<file path="src/hdl/wpa_pkg.sv">
// Package for the worker pool allocator: payload structs, command and status
// codes, datapath operation codes and small helper functions.
// Depends on nothing; every other file of the block imports it.
package wpa_pkg;

  localparam int unsigned NumWorkers = 16;

  localparam logic [2:0] CMD_REQUEST  = 3'd0;
  localparam logic [2:0] CMD_DONE     = 3'd1;
  localparam logic [2:0] CMD_TICK     = 3'd2;
  localparam logic [2:0] CMD_COLLECT  = 3'd3;
  localparam logic [2:0] CMD_STOP_ALL = 3'd4;
  localparam logic [2:0] CMD_POPULATE = 3'd5;

  localparam logic [1:0] ST_OK       = 2'd0;
  localparam logic [1:0] ST_NO_AVAIL = 2'd1;
  localparam logic [1:0] ST_IGNORED  = 2'd2;

  localparam logic [1:0] REG_MIN   = 2'd0;
  localparam logic [1:0] REG_MAX   = 2'd1;
  localparam logic [1:0] REG_LIMIT = 2'd2;

  localparam logic [1:0] CLS_BUSY    = 2'd0;
  localparam logic [1:0] CLS_FRESH   = 2'd1;
  localparam logic [1:0] CLS_EXPIRED = 2'd2;

  typedef struct packed {
    logic [2:0] cmd;
    logic [3:0] worker_id;
  } req_t;

  typedef struct packed {
    logic [1:0] status;
    logic [3:0] granted_id;
    logic [4:0] allocated_count;
    logic [4:0] busy_count;
    logic [4:0] free_count;
    logic [4:0] released_count;
  } res_t;

  typedef enum logic [3:0] {
    OP_NONE    = 4'd0,
    OP_DECODE  = 4'd1,
    OP_HK_CHK  = 4'd2,
    OP_SORT    = 4'd3,
    OP_FLIP    = 4'd4,
    OP_RELEASE = 4'd5,
    OP_SCAN    = 4'd6,
    OP_POP     = 4'd7,
    OP_RESULT  = 4'd8
  } op_e;

  typedef struct packed {
    logic [2:0] cmd;
    logic       age_hit;
    logic       hk_skip;
    logic       sort_last;
    logic       rel_done;
    logic       scan_done;
    logic       pop_done;
  } dp_status_t;

  // Lowest worker id whose bit is clear.
  function automatic logic [3:0] lowest_free(input logic [15:0] used);
    logic [3:0] id;
    id = '0;
    for (int i = NumWorkers - 1; i >= 0; i--) begin
      if (!used[i]) begin
        id = 4'(i);
      end
    end
    return id;
  endfunction

  function automatic logic [4:0] popcount16(input logic [15:0] v);
    logic [4:0] c;
    c = '0;
    for (int i = 0; i < NumWorkers; i++) begin
      c = c + 5'(v[i]);
    end
    return c;
  endfunction

endpackage

</file>
<file path="src/hdl/wpa_ctrl.sv">
// Controller of the worker pool allocator: one-hot sequencer that steps the
// datapath through decode, housekeeping, scan and populate.
// Depends on wpa_pkg.
module wpa_ctrl (
  input  logic                clk_i,
  input  logic                rst_ni,
  input  logic                start,
  output logic                busy,
  output logic                done_o,
  input  wpa_pkg::dp_status_t st_i,
  output wpa_pkg::op_e        op_o
);
  import wpa_pkg::*;

  typedef enum logic [8:0] {
    S_IDLE   = 9'b000000001,
    S_DECODE = 9'b000000010,
    S_HK_CHK = 9'b000000100,
    S_SORT   = 9'b000001000,
    S_FLIP   = 9'b000010000,
    S_REL    = 9'b000100000,
    S_SCAN   = 9'b001000000,
    S_POP    = 9'b010000000,
    S_RESULT = 9'b100000000
  } state_e;

  state_e state_q, state_d;
  logic   done_q;
  logic   is_req;

  assign is_req = (st_i.cmd == CMD_REQUEST);

  always_comb begin
    state_d = state_q;
    op_o    = OP_NONE;
    case (state_q)
      S_IDLE: begin
        if (start) state_d = S_DECODE;
      end
      S_DECODE: begin
        op_o = OP_DECODE;
        if (is_req) begin
          state_d = st_i.age_hit ? S_HK_CHK : S_SCAN;
        end else if (st_i.cmd == CMD_COLLECT) begin
          state_d = S_HK_CHK;
        end else if (st_i.cmd == CMD_POPULATE) begin
          state_d = S_POP;
        end else begin
          state_d = S_RESULT;
        end
      end
      S_HK_CHK: begin
        op_o = OP_HK_CHK;
        if (!st_i.hk_skip) state_d = S_SORT;
        else state_d = is_req ? S_SCAN : S_RESULT;
      end
      S_SORT: begin
        op_o = OP_SORT;
        if (st_i.sort_last) state_d = S_FLIP;
      end
      S_FLIP: begin
        op_o    = OP_FLIP;
        state_d = S_REL;
      end
      S_REL: begin
        op_o = OP_RELEASE;
        if (st_i.rel_done) state_d = is_req ? S_SCAN : S_RESULT;
      end
      S_SCAN: begin
        op_o = OP_SCAN;
        if (st_i.scan_done) state_d = S_RESULT;
      end
      S_POP: begin
        op_o = OP_POP;
        if (st_i.pop_done) state_d = S_RESULT;
      end
      S_RESULT: begin
        op_o    = OP_RESULT;
        state_d = S_IDLE;
      end
      default: begin
        state_d = S_IDLE;
      end
    endcase
  end

  always_ff @(posedge clk_i or negedge rst_ni) begin
    if (!rst_ni) begin
      state_q <= S_IDLE;
      done_q  <= 1'b0;
    end else begin
      state_q <= state_d;
      done_q  <= (state_q == S_RESULT);
    end
  end

  assign busy   = (state_q != S_IDLE);
  assign done_o = done_q;

endmodule

</file>
<file path="src/hdl/wpa_dpath.sv">
// Datapath of the worker pool allocator: list buffers, worker flags, idle
// timestamps, limit registers, counters and the result register.
// Depends on wpa_pkg; sequenced by wpa_ctrl.
module wpa_dpath #(
  parameter int unsigned HOUSEKEEP_PERIOD = 32,
  parameter int unsigned TIME_BITS        = 32
) (
  input  logic                clk_i,
  input  logic                rst_ni,
  input  logic                start,
  input  logic                busy,
  input  wpa_pkg::req_t       req_i,
  input  logic                cfg_we_i,
  input  logic [1:0]          cfg_idx_i,
  input  logic [31:0]         cfg_wdata_i,
  input  wpa_pkg::op_e        op_i,
  output wpa_pkg::dp_status_t st_o,
  output wpa_pkg::res_t       res_o
);
  import wpa_pkg::*;

  localparam int unsigned AgeW = $clog2(HOUSEKEEP_PERIOD + 1);
  localparam int unsigned CmpW = (TIME_BITS > 32) ? TIME_BITS : 32;

  logic [2:0]           cmd_q;
  logic [3:0]           wid_q;
  logic [4:0]           len_q, idx_q, n_q, keep_q, rel_q;
  logic [1:0]           pass_q;
  logic                 sel_q;
  logic [1:0]           stat_q;
  logic [3:0]           grant_q;
  logic [15:0]          inl_q, busy_q, fin_q;
  logic [TIME_BITS-1:0] now_q;
  logic [AgeW-1:0]      age_q;
  logic [4:0]           min_q, max_q;
  logic [31:0]          lim_q;
  res_t                 res_q;

  // Two list banks, selected by sel_q; sorting writes the other bank.
  logic [3:0]           list_mem [32];
  logic [TIME_BITS-1:0] since_mem [NumWorkers];

  logic [4:0]           eff_min, eff_max;
  logic [3:0]           rd_addr, cur_id, low_id;
  logic [1:0]           cls;
  logic [TIME_BITS-1:0] idle_time;
  logic                 free_ok, idx_in;
  logic                 wr_en;
  logic [4:0]           wr_addr;
  logic [3:0]           wr_data;
  logic [4:0]           bcnt;

  assign eff_min = (min_q > 5'(NumWorkers)) ? 5'(NumWorkers) : min_q;
  assign eff_max = (max_q > 5'(NumWorkers)) ? 5'(NumWorkers) : max_q;

  assign rd_addr   = (op_i == OP_RELEASE) ? 4'(len_q - 5'd1) : idx_q[3:0];
  assign cur_id    = list_mem[{sel_q, rd_addr}];
  assign low_id    = lowest_free(inl_q);
  assign free_ok   = ~&inl_q;
  assign idx_in    = (idx_q < len_q);
  assign idle_time = now_q - since_mem[cur_id];
  assign bcnt      = popcount16(busy_q);

  always_comb begin
    if (busy_q[cur_id]) cls = CLS_BUSY;
    else if (!fin_q[cur_id]) cls = CLS_EXPIRED;
    else if (CmpW'(idle_time) < CmpW'(lim_q)) cls = CLS_FRESH;
    else cls = CLS_EXPIRED;
  end

  always_comb begin
    st_o.cmd       = cmd_q;
    st_o.age_hit   = ((AgeW + 1)'(age_q) + 1'b1) >= (AgeW + 1)'(HOUSEKEEP_PERIOD);
    st_o.hk_skip   = (len_q <= eff_min);
    st_o.sort_last = (pass_q == 2'd2) && (idx_q == len_q - 5'd1);
    st_o.rel_done  = (len_q <= keep_q);
    st_o.scan_done = !idx_in || !busy_q[cur_id];
    st_o.pop_done  = !((len_q < eff_min) && free_ok);
  end

  // List write port: sorted copy into the other bank, or an append.
  always_comb begin
    wr_en   = 1'b0;
    wr_addr = {sel_q, len_q[3:0]};
    wr_data = low_id;
    case (op_i)
      OP_SORT: begin
        wr_en   = (cls == pass_q);
        wr_addr = {~sel_q, n_q[3:0]};
        wr_data = cur_id;
      end
      OP_SCAN: begin
        wr_en = !idx_in && (len_q < eff_max) && free_ok;
      end
      OP_POP: begin
        wr_en = (len_q < eff_min) && free_ok;
      end
      default: begin
        wr_en = 1'b0;
      end
    endcase
  end

  always_ff @(posedge clk_i) begin
    if (wr_en) list_mem[wr_addr] <= wr_data;
    if (op_i == OP_DECODE && cmd_q == CMD_DONE && inl_q[wid_q] && busy_q[wid_q]) begin
      since_mem[wid_q] <= now_q;
    end
  end

  always_ff @(posedge clk_i or negedge rst_ni) begin
    if (!rst_ni) begin
      cmd_q   <= '0;
      wid_q   <= '0;
      len_q   <= '0;
      idx_q   <= '0;
      n_q     <= '0;
      keep_q  <= '0;
      rel_q   <= '0;
      pass_q  <= '0;
      sel_q   <= 1'b0;
      stat_q  <= ST_OK;
      grant_q <= '0;
      inl_q   <= '0;
      busy_q  <= '0;
      fin_q   <= '0;
      now_q   <= '0;
      age_q   <= '0;
      min_q   <= 5'd1;
      max_q   <= 5'd16;
      lim_q   <= 32'd60;
    end else begin
      if (cfg_we_i) begin
        case (cfg_idx_i)
          REG_MIN:   min_q <= cfg_wdata_i[4:0];
          REG_MAX:   max_q <= cfg_wdata_i[4:0];
          REG_LIMIT: lim_q <= cfg_wdata_i;
          default:   ;
        endcase
      end
      if (start && !busy) begin
        cmd_q <= req_i.cmd;
        wid_q <= req_i.worker_id;
      end
      case (op_i)
        OP_DECODE: begin
          idx_q   <= '0;
          n_q     <= '0;
          keep_q  <= '0;
          pass_q  <= '0;
          // Stop-all reports the whole list as released.
          rel_q   <= (cmd_q == CMD_STOP_ALL) ? len_q : 5'd0;
          // A done for a worker that is not busy is ignored.
          stat_q  <= (cmd_q == CMD_DONE && !(inl_q[wid_q] && busy_q[wid_q])) ?
                     ST_IGNORED : ST_OK;
          grant_q <= '0;
          case (cmd_q)
            CMD_REQUEST: age_q <= age_q + 1'b1;
            CMD_DONE: begin
              if (inl_q[wid_q] && busy_q[wid_q]) begin
                busy_q[wid_q] <= 1'b0;
                fin_q[wid_q]  <= 1'b1;
              end
            end
            CMD_TICK: now_q <= now_q + 1'b1;
            CMD_STOP_ALL: begin
              len_q  <= '0;
              inl_q  <= '0;
              busy_q <= '0;
              fin_q  <= '0;
            end
            default: ;
          endcase
        end
        OP_HK_CHK: age_q <= '0;
        OP_SORT: begin
          if (cls == pass_q) begin
            n_q <= n_q + 1'b1;
            if (pass_q != CLS_EXPIRED) keep_q <= keep_q + 1'b1;
          end
          if (idx_q == len_q - 5'd1) begin
            idx_q  <= '0;
            pass_q <= pass_q + 1'b1;
          end else begin
            idx_q <= idx_q + 1'b1;
          end
        end
        OP_FLIP: begin
          sel_q <= ~sel_q;
          if (keep_q < eff_min) keep_q <= eff_min;
        end
        OP_RELEASE: begin
          if (len_q > keep_q) begin
            len_q          <= len_q - 1'b1;
            inl_q[cur_id]  <= 1'b0;
            busy_q[cur_id] <= 1'b0;
            fin_q[cur_id]  <= 1'b0;
            rel_q          <= rel_q + 1'b1;
          end
        end
        OP_SCAN: begin
          if (idx_in) begin
            if (!busy_q[cur_id]) begin
              busy_q[cur_id] <= 1'b1;
              grant_q        <= cur_id;
            end else begin
              idx_q <= idx_q + 1'b1;
            end
          end else if (wr_en) begin
            inl_q[low_id]  <= 1'b1;
            busy_q[low_id] <= 1'b1;
            fin_q[low_id]  <= 1'b0;
            grant_q        <= low_id;
            len_q          <= len_q + 1'b1;
          end else begin
            stat_q <= ST_NO_AVAIL;
          end
        end
        OP_POP: begin
          if (wr_en) begin
            inl_q[low_id]  <= 1'b1;
            busy_q[low_id] <= 1'b0;
            fin_q[low_id]  <= 1'b0;
            len_q          <= len_q + 1'b1;
          end
        end
        default: ;
      endcase
    end
  end

  always_ff @(posedge clk_i) begin
    if (op_i == OP_RESULT) begin
      res_q.status          <= stat_q;
      res_q.granted_id      <= grant_q;
      res_q.allocated_count <= len_q;
      res_q.busy_count      <= bcnt;
      res_q.free_count      <= (eff_max > bcnt) ? (eff_max - bcnt) : 5'd0;
      res_q.released_count  <= rel_q;
    end
  end

  assign res_o = res_q;

  // Busy or finished marks only ever sit on workers that are in the list.
  a_busy_listed: assert property (@(posedge clk_i) disable iff (!rst_ni)
    (busy_q & ~inl_q) == 16'd0) else $error("busy mark on unlisted worker");
  a_fin_listed: assert property (@(posedge clk_i) disable iff (!rst_ni)
    (fin_q & ~inl_q) == 16'd0) else $error("finished mark on unlisted worker");
  a_len_match: assert property (@(posedge clk_i) disable iff (!rst_ni)
    op_i != OP_SORT |-> popcount16(inl_q) == len_q)
    else $error("list length disagrees with listed workers");

endmodule

</file>
<file path="src/hdl/worker_pool_allocator_core.sv">
// Top level of the worker pool allocator: controller plus datapath.
// Depends on wpa_pkg, wpa_ctrl and wpa_dpath.
//
//   Channel    Signals                               Direction
//   request    start, busy, req_i                    in, accepted when start & !busy
//   result     done_o, res_o                         out, one-cycle strobe
//   config     cfg_we_i, cfg_idx_i, cfg_wdata_i      in, written on each enable
//
// A request passes through decode and result plus its work: a done, tick
// or stop-all has no further work, a populate appends idle workers up to the
// minimum. A request for a worker scans the list one entry a cycle; when
// housekeeping runs it first sorts in three passes over the list and then
// releases one worker a cycle. The list memory has a single read port.
// Reset clears the list, all worker marks, the clock and the request age, and
// loads the limit registers with 1, 16 and 60. The result cannot be stalled;
// busy stays high from acceptance until the cycle the result strobe rises.
module worker_pool_allocator_core #(
  parameter int unsigned HOUSEKEEP_PERIOD = 32,
  parameter int unsigned TIME_BITS        = 32
) (
  input  logic           clk_i,
  input  logic           rst_ni,
  input  logic           start,
  output logic           busy,
  input  wpa_pkg::req_t  req_i,
  output logic           done_o,
  output wpa_pkg::res_t  res_o,
  input  logic           cfg_we_i,
  input  logic [1:0]     cfg_idx_i,
  input  logic [31:0]    cfg_wdata_i
);
  import wpa_pkg::*;

  // Command and status between the sequencer and the datapath.
  op_e        op;
  dp_status_t st;

  wpa_ctrl u_ctrl (
    .clk_i  (clk_i),
    .rst_ni (rst_ni),
    .start  (start),
    .busy   (busy),
    .done_o (done_o),
    .st_i   (st),
    .op_o   (op)
  );

  // The datapath latches the request itself on the accepting edge.
  wpa_dpath #(
    .HOUSEKEEP_PERIOD (HOUSEKEEP_PERIOD),
    .TIME_BITS        (TIME_BITS)
  ) u_dpath (
    .clk_i       (clk_i),
    .rst_ni      (rst_ni),
    .start       (start),
    .busy        (busy),
    .req_i       (req_i),
    .cfg_we_i    (cfg_we_i),
    .cfg_idx_i   (cfg_idx_i),
    .cfg_wdata_i (cfg_wdata_i),
    .op_i        (op),
    .st_o        (st),
    .res_o       (res_o)
  );

endmodule

</file>
<file path="config.mk">
export PLATFORM = sky130hd
export DESIGN_NAME = worker_pool_allocator_core
export DESIGN_NICKNAME = d
export VERILOG_FILES = /design/src/hdl/wpa_pkg.sv /design/src/hdl/wpa_ctrl.sv /design/src/hdl/wpa_dpath.sv /design/src/hdl/worker_pool_allocator_core.sv
export SDC_FILE = /design/constraint.sdc
export NUM_CORES = 1
export LEC_CHECK = 0
export BUFFER_PORTS_ARGS = -buffer_cell sky130_fd_sc_hd__buf_2
export CELL_PAD_IN_SITES_DETAIL_PLACEMENT = 1
export CELL_PAD_IN_SITES_GLOBAL_PLACEMENT = 2
export CORE_MARGIN = 2
export CORE_UTILIZATION = 47
export CTS_BUF_LIST = sky130_fd_sc_hd__clkbuf_4 sky130_fd_sc_hd__clkbuf_8 sky130_fd_sc_hd__clkbuf_16
export CTS_CLUSTER_DIAMETER = 30
export DETAILED_ROUTE_END_ITERATION = 7
export PLACE_DENSITY = 0.88
export SYNTH_ARGS = -nofsm -noshare
export SYNTH_HDL_FRONTEND = slang
export SYNTH_HIERARCHICAL = 1
export SYNTH_SLANG_ARGS = --single-unit
</file>
<file path="constraint.sdc">
create_clock -name clk_i -period 25.8 [get_ports clk_i]
set_clock_uncertainty 0.15 [all_clocks]
set_input_delay 5.16 -clock clk_i [delete_from_list [all_inputs] [get_ports clk_i]]
set_output_delay 5.16 -clock clk_i [all_outputs]
set_load 0.01 [all_outputs]
</file>
Yosys cells after proc, flatten, opt, wreduce, memory -nomap -nowiden
Memories as Yosys holds them, arrays and structs flattened.
Cells that the tools add are included.
{"block": "totals", "in_bits": 45, "ram_bits": 640, "out_inout_bits": 28, "ff_bits": 205, "mem_count": 2}
{"name": "u_dpath.since_mem", "words": 16, "word_bits": 32, "rd": 1, "rd_ports_with_merged_regs": 0, "wr": 1, "line": "wpa_dpath.sv:41", "text": "logic [TIME_BITS-1:0] since_mem [NumWorkers];"}
{"name": "u_dpath.list_mem", "words": 32, "word_bits": 4, "rd": 1, "rd_ports_with_merged_regs": 0, "wr": 1, "line": "wpa_dpath.sv:40", "text": "logic [3:0] list_mem [32];"}
{"block": "classes", "n_bitwise": 14, "n_mux": 105, "n_reduce_logical": 45, "addsub": 27, "n_eq_ne": 50, "n_lt_le_gt_ge": 18}
{"op": "$mux 16", "n": 14}
{"op": "$pmux 16 s4", "n": 3}
{"op": "$and 16x16->16", "n": 6}
{"op": "$mux 9", "n": 10}
{"op": "$mux 4", "n": 21}
{"op": "$mux 5", "n": 16}
{"op": "$pmux 9 s8", "n": 1}
{"op": "$add 5x1->5", "n": 14}
{"op": "$or 16x16->16", "n": 4}
{"op": "$pmux 16 s2", "n": 2}
{"op": "$not 16->16", "n": 3}
{"op": "$add 32x1->32 const B", "n": 1}
{"op": "$lt 32x32->1", "n": 1}
{"op": "$pmux 4 s8", "n": 1}
{"op": "$sub 32x32->32", "n": 1}
{"op": "$pmux 5 s3", "n": 2}
{"op": "$add 5x1->5 const B", "n": 5}
{"op": "$ne 2x2->1 const B", "n": 11}
{"op": "$lt 5x5->1", "n": 4}
{"op": "$pmux 5 s2", "n": 2}
{"op": "$pmux 5 s4", "n": 1}
{"op": "$bmux 1 s4", "n": 4}
{"op": "$eq 4x3->1 const B", "n": 4}
{"op": "$reduce_and 16->1", "n": 1}
{"op": "58 further kinds", "n": 127}

Logic depth before layout (Yosys ltp)
Gate-level depths: netlist (run 1).
{"block": "logic_depth", "ltp_word": 25, "depth_mapped": 50, "mapped_depth_nobuf": 40}

Cells and area by module
Netlist (run 1), hierarchy kept.
{"module": "wpa_dpath", "area_each_um2": 39331.5, "cells_each": 3340, "seq_area_each_um2": 24210.7, "n_inst": 1}
{"module": "wpa_ctrl", "area_each_um2": 829.5, "cells_each": 93, "seq_area_each_um2": 251.5, "n_inst": 1}

Worst setup path before layout (run 1)
Ideal clock, no wire load.
{"block": "synth_path", "path_type": "register to register", "from": "register u_ctrl.state_q[5]", "to": "memory u_dpath.list_mem[24][0] (enable)", "stages_incl_launch_ff": 49, "path_slack_ns": 15.461, "setup_ns": 0.361, "t_arrival_ns": 9.827, "synth_period_minus_slack_ns": 10.339, "path_cell_list": "dfrtp_1 -> buf_6 -> or4_4 -> buf_6 -> nor2_1 -> nand2_1 -> o21ai_1 -> and4bb_1 -> buf_6 -> mux2_2 -> nor2_1 -> buf_2 -> a22oi_1 -> a21oi_1 -> or4_1 -> buf_2 -> buf_2 -> clkbuf_1 -> (+13 left out) -> nor3_1 -> a311oi_1 -> o311ai_0 -> a21o_1 -> a21o_1 -> nor3_1 -> a311o_1 -> ha_1 -> a21o_1 -> a21o_1 -> a21oi_1 -> nand4b_1 -> a211oi_1 -> o211a_2 -> and4b_1 -> nor3_2 -> buf_2 -> nor3_1"}
{"block": "synth_between", "elab_chain_cells": 15}
{"element": "start: declaration", "line": "wpa_ctrl.sv:27", "text": "state_e state_q, state_d;"}
{"element": "start signal: assignment", "line": "wpa_ctrl.sv:92", "text": "state_q <= state_d;"}
{"element": "$eq 9x9->1 (tied with other cells)", "line": "wpa_ctrl.sv:36", "text": "case (state_q)"}
{"element": "$pmux 4 s8 *", "line": "wpa_ctrl.sv:36"}
{"element": "net op[0]", "line": "worker_pool_allocator_core.sv:35", "text": "op_e op;"}
{"element": "$eq 4x3->1", "line": "wpa_dpath.sv:56", "text": "assign rd_addr = (op_i == OP_RELEASE) ? 4'(len_q - 5'd1) : idx_q[3:0];"}
{"element": "$mux 4", "line": "wpa_dpath.sv:56"}
{"element": "$mem_v2 32x4"}
{"element": "$mem_v2 16x32"}
{"element": "$sub 32x32->32", "line": "wpa_dpath.sv:61", "text": "assign idle_time = now_q - since_mem[cur_id];"}
{"element": "$lt 32x32->1", "line": "wpa_dpath.sv:67", "text": "else if (CmpW'(idle_time) < CmpW'(lim_q)) cls = CLS_FRESH;"}
{"element": "$mux 2", "line": "wpa_dpath.sv:67"}
{"element": "$mux 2", "line": "wpa_dpath.sv:66", "text": "else if (!fin_q[cur_id]) cls = CLS_EXPIRED;"}
{"element": "$mux 2", "line": "wpa_dpath.sv:65", "text": "if (busy_q[cur_id]) cls = CLS_BUSY;"}
{"element": "$eq 2x2->1", "line": "wpa_dpath.sv:88", "text": "wr_en = (cls == pass_q);"}
{"element": "$pmux 1 s3", "line": "wpa_dpath.sv:86", "text": "case (op_i)"}
{"element": "$mux 1", "line": "wpa_dpath.sv:105", "text": "if (wr_en) list_mem[wr_addr] <= wr_data;"}
{"element": "$mux 1 (not written as such)", "line": "wpa_dpath.sv:105"}
{"element": "end: declaration", "line": "wpa_dpath.sv:40"}
The timed path passes the listed nets; every way through them passes the cells marked *. The select of a mux whose other input is x is not followed.

Final worst setup path (run 1)
{"block": "layout_path", "from": "register u_ctrl.state_q[5]", "to": "memory u_dpath.list_mem[6][2] (enable)"}
Same word-level chain as after synthesis.

==> flow_summary.toml, run 1 <==
[clock_tree]
cts.reportedPaths.clkPinSlew_ps = 50
cts_made_buffers = 178
cts.root.buffer_cell = "sky130_fd_sc_hd__clkbuf_16"
ctsLongestPathBuffers = 3
cts_repair_resize_count = 0
cts.sinks = 844
hold_buffers = 0
worst_skew_pair.late_latency_ps = 790
clock_tree_from_tritoncts = "yes"
cts_setup_buffers = 0
cts.htree.levels = 4

[critical_path]
cp_data_arrival_time_ps = 15070
cp-start-kind = "flop"
critPathBufInv = 5
rr_endpoint = "u_dpath/list_mem[6][2]"
r2r_slack_ps = 10960
crit_path_frequent_cell = "sky130_fd_sc_hd__a21o_1"
worst_r2r_path_depth = 42
sort_of_element_at_the_end_of_the_critical_path = "flop"
timing_worst_setup_path_type = "reg -> reg"
cpLargestDelayFamily = "compound AO/OA/AOI/OAI gates"
crit_path_top_delay_cell = "sky130_fd_sc_hd__buf_4"
cpPeakStageDelay_ps = 840
r2r-start = "u_ctrl/state_q[5]"
worst-path-max-fanout = 181
worstPathRequired_ps = 26030

[global_route]
gr-total-overflow = 0
largest_net_degree_at_the_start_of_global_routing = 182
vias_in_the_first_global_route = 32600
track_usage_pct = 29.3
grt_pass1_wl_um = 194000
antenna_found_initial = 1

[pwr]
power.static_leakage_nw = 18.3
finalPower_mw = 4.39
ir_worst_vdd_mv = 0.0804
pwr_density_cell_nw_per_um2 = 91.2

[yosys]
dominant_combinational_cell_family_by_area_after_synthesis = "simple AND/OR/NAND/NOR gates"
area_share_of_the_leading_cell_type_in_the_synthesized_netlist_pct = 49.8
synth_ff_type = "sky130_fd_sc_hd__edfxtp_1"
synthDistinctLibCells = 94
yosysTopAreaCell = "sky130_fd_sc_hd__edfxtp_1"
synth_adder_area_share_pct = 3.84
mappedNetlistArea_sq_um = 40200
synth.ff_latch_count = 844
cell_types_with_the_largest_area_share_after_synthesis = "sky130_fd_sc_hd__edfxtp_1 (50%), sky130_fd_sc_hd__dfrtp_1 (11%), sky130_fd_sc_hd__nand2_1 (6.1%), sky130_fd_sc_hd__ha_1 (3.2%), sky130_fd_sc_hd__mux2i_1 (2.6%)"
syn-instance-count = 3433
synth.yosys.seq_area_share_pct = 60.9
syn-mean-instance-area_sq_um = 11.7
async_reset_ff_share_pct = 21.1
yosys.area_share.xor_xnor_pct = 1.72
yosys.area_share.simple_pct = 14.4
synth_edf_count = 666
synth-compound-area-share_pct = 11.8
synth.yosys.warnings = 6
syn_nets = 3594
post_synth_mux_area_share_pct = 4.36

[die]
fp-row-count = 107
die_width_um = 296
dieHeight_um = 296
die_area_sq_um = 87800
floorplan.initialDensity_pct = 47.3
io_pins = 73
core_area_sq_um = 84900

[detailed_routing]
detailroute.via_count = 29800
drt_first_iter_violations = 2202
routed_wl_um = 128000
antenna_violating_nets_post_route = 0
detailed_route_wire_length_per_cell_um = 26.3
drt_first_pass_iters = 7
detail_route.drc_violations = 0
vias_per_cell = 6.13

[min_path]
whs_path_depth = 0
hold_path_startpoint = "u_dpath/grant_q[3]"
whs_endpoint = "u_dpath/res_o[23]"
min-delay-path-class = "reg -> reg"

[sta]
period_needed_ps = 14840
timing.slew.headroom_pct = 13.5
timing.final.hold_violations = 0
min_period_over_period_pct = 57.5
setup_violations = 0
maxClockFrequency_mhz = 67.4
unrepaired_setup_endpoints_after_global_routing = "no"
finalSetupTns_ps = 0
worst-slew-pin-transition_ps = 1300
timing.final.max_slew_violations = 0

[finish]
layout-area-overhead-vs-synth_pct = 20.0
drive_above_1_share_pct = 15.5
number_of_nets_in_the_layout = 3719

[run_status]
status = "finished, final reports clean"

[placement]
dp_hpwl_um = 74200
final_replace_weighted_congestion = 0.867
io_buffer_count = 72

[job]
max_cap_viol_count = 0
## layer usage
layer / vias to the layer above / routed length (um) / GRT usage [%]
li1: 13100 / - / -
met1: 15400 / 51200 / 35.8
met2: 1042 / 64800 / 51.4
met3: 291 / 6980 / 4.54
met4: 0 / 4580 / 13.1
met5: - / 0 / 0
## worst max-delay path by stage
stage                      start                 endpoint  slack, ps  cells past startpoint
6_report       u_ctrl/state_q[5]   u_dpath/list_mem[6][2]      10960                     42
5_1_grt        u_ctrl/state_q[6]  u_dpath/list_mem[19][3]      10250                     44
4_1_cts        u_ctrl/state_q[5]  u_dpath/list_mem[21][3]      11280                     44
3_5_place_dp   u_ctrl/state_q[5]  u_dpath/list_mem[21][2]      11380                     43
3_3_place_gp   u_ctrl/state_q[5]  u_dpath/list_mem[25][0]      11950                     43
2_1_floorplan  u_ctrl/state_q[5]  u_dpath/list_mem[24][0]      15460                     48
## cells in the final DEF, fill, tap and decap left out, types with 101 or more instances in the layout
cell type,netlist,final
sky130_fd_sc_hd__edfxtp_1,666,666
sky130_fd_sc_hd__dfrtp_1,171,171
sky130_fd_sc_hd__nor2_1,145,142
sky130_fd_sc_hd__nand2_1,653,653
sky130_fd_sc_hd__mux2i_1,103,102
sky130_fd_sc_hd__and3_1,147,147
sky130_fd_sc_hd__a21oi_1,157,157
sky130_fd_sc_hd__ha_1,104,104
sky130_fd_sc_hd__clkbuf_16,0,179
sky130_fd_sc_hd__inv_1,101,101
## report_power, final
part / switching [mW] / leakage, nW / internal (mW)
registers: 0.0707 / 8.53 / 1.51
clock network: 0.790 / 3.08 / 1.58
logic: 0.282 / 6.73 / 0.158
## final cells by class
cell class | count | area (sq um)
multi-input cells | 2299 | 14700
repair buffers | 132 | 845
well taps | 1144 | 1430
fillers | 8596 | 36700
clock buffers | 218 | 4820
clock inverters | 116 | 1550
flip-flops and latches | 844 | 24500
inverters | 103 | 387
diodes | 1 | 2.50
## sequential cells by signal, indices dropped and copies added (netlist names), 3 cells and up
| register | flops |
|---|---|
| u_dpath/min_q | 5 |
| u_dpath/cmd_q | 3 |
| u_dpath/len_q | 5 |
| u_dpath/grant_q | 4 |
| u_dpath/max_q | 5 |
| u_dpath/keep_q | 5 |
| u_dpath/idx_q | 5 |
| u_dpath/n_q | 4 |
| u_dpath/age_q | 6 |
| u_dpath/rel_q | 5 |
| u_dpath/res_o | 26 |
| u_dpath/lim_q | 32 |
| u_dpath/since_mem | 512 |
| u_dpath/inl_q | 16 |
| u_dpath/list_mem | 128 |
| u_dpath/fin_q | 16 |
| u_dpath/wid_q | 4 |
| u_dpath/busy_q | 16 |
| u_dpath/now_q | 32 |
| u_ctrl/state_q | 9 |
## cells by family after synthesis
| kind of cell | Yosys count |
|---|---|
| compound gates | 693 |
| xor+xnor | 79 |
| fa+ha+maj | 116 |
| buf+inv | 290 |
| flops | 844 |
| mux | 163 |
| simple gates | 1248 |
## synth_stat cells, types with 25 or more instances
cell,n
sky130_fd_sc_hd__clkbuf_1,138
sky130_fd_sc_hd__nand2b_1,27
sky130_fd_sc_hd__mux2_2,55
sky130_fd_sc_hd__edfxtp_1,666
sky130_fd_sc_hd__nor3_1,89
sky130_fd_sc_hd__dfrtp_1,171
sky130_fd_sc_hd__nor2_1,145
sky130_fd_sc_hd__ha_1,104
sky130_fd_sc_hd__a22oi_1,28
sky130_fd_sc_hd__nand2_1,653
sky130_fd_sc_hd__xnor2_1,42
sky130_fd_sc_hd__mux2i_1,103
sky130_fd_sc_hd__a311oi_1,66
sky130_fd_sc_hd__a31oi_1,79
sky130_fd_sc_hd__o21a_1,25
sky130_fd_sc_hd__and3_1,147
sky130_fd_sc_hd__a21oi_1,157
sky130_fd_sc_hd__inv_1,101
sky130_fd_sc_hd__o21ai_0,90
sky130_fd_sc_hd__xor2_1,37
sky130_fd_sc_hd__a21o_1,53
sky130_fd_sc_hd__nand3_1,60
sky130_fd_sc_hd__a211oi_1,44
sky130_fd_sc_hd__nor2b_1,30
## through the flow
stage / cell area, sq um / hold WS (ps) / cells / utilization [%] / setup slack [ps]
after floorplan: 40200 / 269 / 3433 / - / 15460
after global placement: 41800 / 287 / 4522 / 49.2 / 11950
after detailed placement: 41800 / 290 / 4522 / 49.2 / 11380
after CTS: 48200 / 306 / 4856 / 56.8 / 11280
after global routing: 48200 / 312 / 4856 / 56.8 / 10250
final: 48200 / 305 / 4857 / 56.8 / 10960
No activity file was read; power rests on OpenSTA's default activity.
==> run 2, diff against run 1 <==
--- a/config.mk
+++ b/config.mk
@@ -9,11 +9,11 @@
 export CELL_PAD_IN_SITES_DETAIL_PLACEMENT = 1
 export CELL_PAD_IN_SITES_GLOBAL_PLACEMENT = 2
 export CORE_MARGIN = 2
-export CORE_UTILIZATION = 47
+export CORE_UTILIZATION = 40
 export CTS_BUF_LIST = sky130_fd_sc_hd__clkbuf_4 sky130_fd_sc_hd__clkbuf_8 sky130_fd_sc_hd__clkbuf_16
 export CTS_CLUSTER_DIAMETER = 30
 export DETAILED_ROUTE_END_ITERATION = 7
-export PLACE_DENSITY = 0.88
+export PLACE_DENSITY = 0.8
 export SYNTH_ARGS = -nofsm -noshare
 export SYNTH_HDL_FRONTEND = slang
 export SYNTH_HIERARCHICAL = 1
==> constraint.sdc (replaced) <==
create_clock -name clk_i -period 12.4 [get_ports clk_i]
set_clock_uncertainty 0.15 [all_clocks]
set_input_delay 2.48 -clock clk_i [delete_from_list [all_inputs] [get_ports clk_i]]
set_output_delay 2.48 -clock clk_i [all_outputs]
set_load 0.01 [all_outputs]
==> run 2 against run 1 <==
Net effect: total power grew 110%; via count down 1.8%; die area up 17%; clock power grew 110%; core utilization fell by 8.0 points; critical path type unchanged; highest routed layer is now met5.
==> flow_summary.toml, run 2 (synthesis gave the netlist of run 1 again) <==
[global_route]
gr-total-overflow = 0
vias_in_the_first_global_route = 30700
antenna_found_initial = 3
largest_net_degree_at_the_start_of_global_routing = 95
grt_pass1_wl_um = 190000
track_usage_pct = 24.2

[detailed_routing]
detailroute.via_count = 29200
routed_wl_um = 126000
drt_first_iter_violations = 2463
detail_route.drc_violations = 0
antenna_violating_nets_post_route = 0
vias_per_cell = 5.81
drt_first_pass_iters = 5
detailed_route_wire_length_per_cell_um = 25.0

[finish]
layout-area-overhead-vs-synth_pct = 21.3
finish.utilization_pct = 48.8
drive_above_1_share_pct = 17.2
max_flop_register = "u_dpath/since_mem"
filler_cell_count = 10400
number_of_nets_in_the_layout = 3748
mostFrequentLayoutCells = "sky130_fd_sc_hd__edfxtp_1 (666), sky130_fd_sc_hd__nand2_1 (653), sky130_fd_sc_hd__clkbuf_16 (178), sky130_fd_sc_hd__dfrtp_1 (171), sky130_fd_sc_hd__a21oi_1 (155)"
reg.largest.list = "u_dpath/since_mem: 512 flops, u_dpath/list_mem: 128 flops"
largest_register_ff_count = 512
layout.cells.non_filler = 5036
final_common_cell = "sky130_fd_sc_hd__edfxtp_1"
post-route-cell-area_sq_um = 48700

[critical_path]
timing_worst_setup_path_type = "reg -> reg"
crit_path_top_delay_cell = "sky130_fd_sc_hd__or4_2"
worst-path-max-fanout = 32
worstPathRequired_ps = 12720
crit_path_frequent_cell = "sky130_fd_sc_hd__a21o_1"
sort_of_element_at_the_end_of_the_critical_path = "flop"
cp-start-kind = "flop"
cp_data_arrival_time_ps = 12100
cpPeakStageDelay_ps = 850

[sta]
timing.final.hold_violations = 0
timing.final.max_slew_violations = 0
period_needed_ps = 11780
worst-slew-pin-transition_ps = 1410
maxClockFrequency_mhz = 84.9
setup_violations = 0
timing.slew.headroom_pct = 5.50
min_period_over_period_pct = 95.0
timing.hold.ws_ps = 307
unrepaired_setup_endpoints_after_global_routing = "no"

[placement]
final_replace_weighted_congestion = 0.876
post-place-cells = 4696
io_buffer_count = 72
area_post_placement_sq_um = 42200
dp_hpwl_um = 74600

[clock_tree]
cts.htree.levels = 4
worst_skew_pair.late_latency_ps = 760
clock_tree_from_tritoncts = "yes"
cts_made_buffers = 175
ctsLongestPathBuffers = 3
cts.root.buffer_cell = "sky130_fd_sc_hd__clkbuf_16"
cts.reportedPaths.clkPinSlew_ps = 50
hold_buffers = 0
cts.sinks = 844

[pwr]
clkPwrFrac_pct = 53.6
finalPower_mw = 9.06
fraction_of_power_consumed_by_sequential_logic_pct = 36.4
net_switching_mw = 2.36
internal_power_mw = 6.71
ir_worst_vdd_mv = 0.164
power.share.switching_pct = 26.0
power.static_leakage_nw = 18.5
pwr_density_cell_nw_per_um2 = 186
power_frac_comb_pct = 10.0

[die]
fp-row-count = 116
floorplan.initialDensity_pct = 40.2
dieHeight_um = 321
die_width_um = 321
core_area_sq_um = 99900
io_pins = 73
die_area_sq_um = 103000

[min_path]
min-delay-path-class = "reg -> reg"

[job]
max_cap_viol_count = 0

[run_status]
status = "finished, final reports clean"
-- run 2: final timing paths --
kind	cells after the start	end	startpoint	slack, ps
max	42	u_dpath/list_mem[13][0]	u_ctrl/state_q[5]	620
max reg2reg	42	u_dpath/list_mem[13][0]	u_ctrl/state_q[5]	620
min	0	u_dpath/res_o[20]	u_dpath/grant_q[0]	310
min reg2reg	0	u_dpath/res_o[20]	u_dpath/grant_q[0]	310
min in group asynchronous	1	u_ctrl/state_q[5]	rst_ni	1530
max in group asynchronous	3	u_dpath/lim_q[13]	rst_ni	8290
-- run 2: critical path: cells and delay by family, from the launching register on --
kind	cells	cell delay, ps
compound gates	19	4790
fa+ha+maj	2	500
buf+inv	5	1130
flops	1	470
mux	3	820
simple gates	13	3570
-- run 2: area by class of cell --
class | count | area, sq um | share of cell area (%)
clock buffer | 208 | 4720 | 9.68
timing repair buffer | 163 | 1100 | 2.26
inverter | 103 | 387 | 0.793
tap | 1298 | 1620 | 3.33
multi-input combinational | 2300 | 14900 | 30.6
antenna | 1 | 2.50 | 0.00514
sequential | 844 | 24500 | 50.2
clock inverter | 119 | 1510 | 3.09
-- run 2: power by group through the flow --
stage | registers, mW | logic [mW] | clock network (mW)
4_1_cts | 3.30 | 0.895 | 4.93
6_report | 3.30 | 0.907 | 4.86
3_5_place_dp | 3.35 | 0.884 | 0
3_3_place_gp | 3.34 | 0.870 | 0
2_1_floorplan | 3.25 | 0.630 | 0
5_1_grt | 3.31 | 1.01 | 5.05
-- run 2: per-layer routing --
metal | global-route usage (%) | vias to the layer above | wire length (um)
met3 | 5.13 | 235 | 7730
met4 | 8.45 | 2 | 3440
met1 | 33.1 | 14900 | 56300
met5 | 0 | - | 13
met2 | 38.3 | 921 | 58500
li1 | - | 13100 | -
-- run 2: through the flow --
stage	TNS, ps	worst slack (ps)
2_1_floorplan	0	2060
3_3_place_gp	0	107
3_5_place_dp	-36460	-368
4_1_cts	0	14.9
5_1_grt	0	17.9
6_report	0	620
-- run 2: repair_timing --
action	CTS	global route
endpoints found under the setup margin	128	134
buffers inserted	0	10
gates cloned	0	2
resized for setup	4	42
pin swaps	0	17
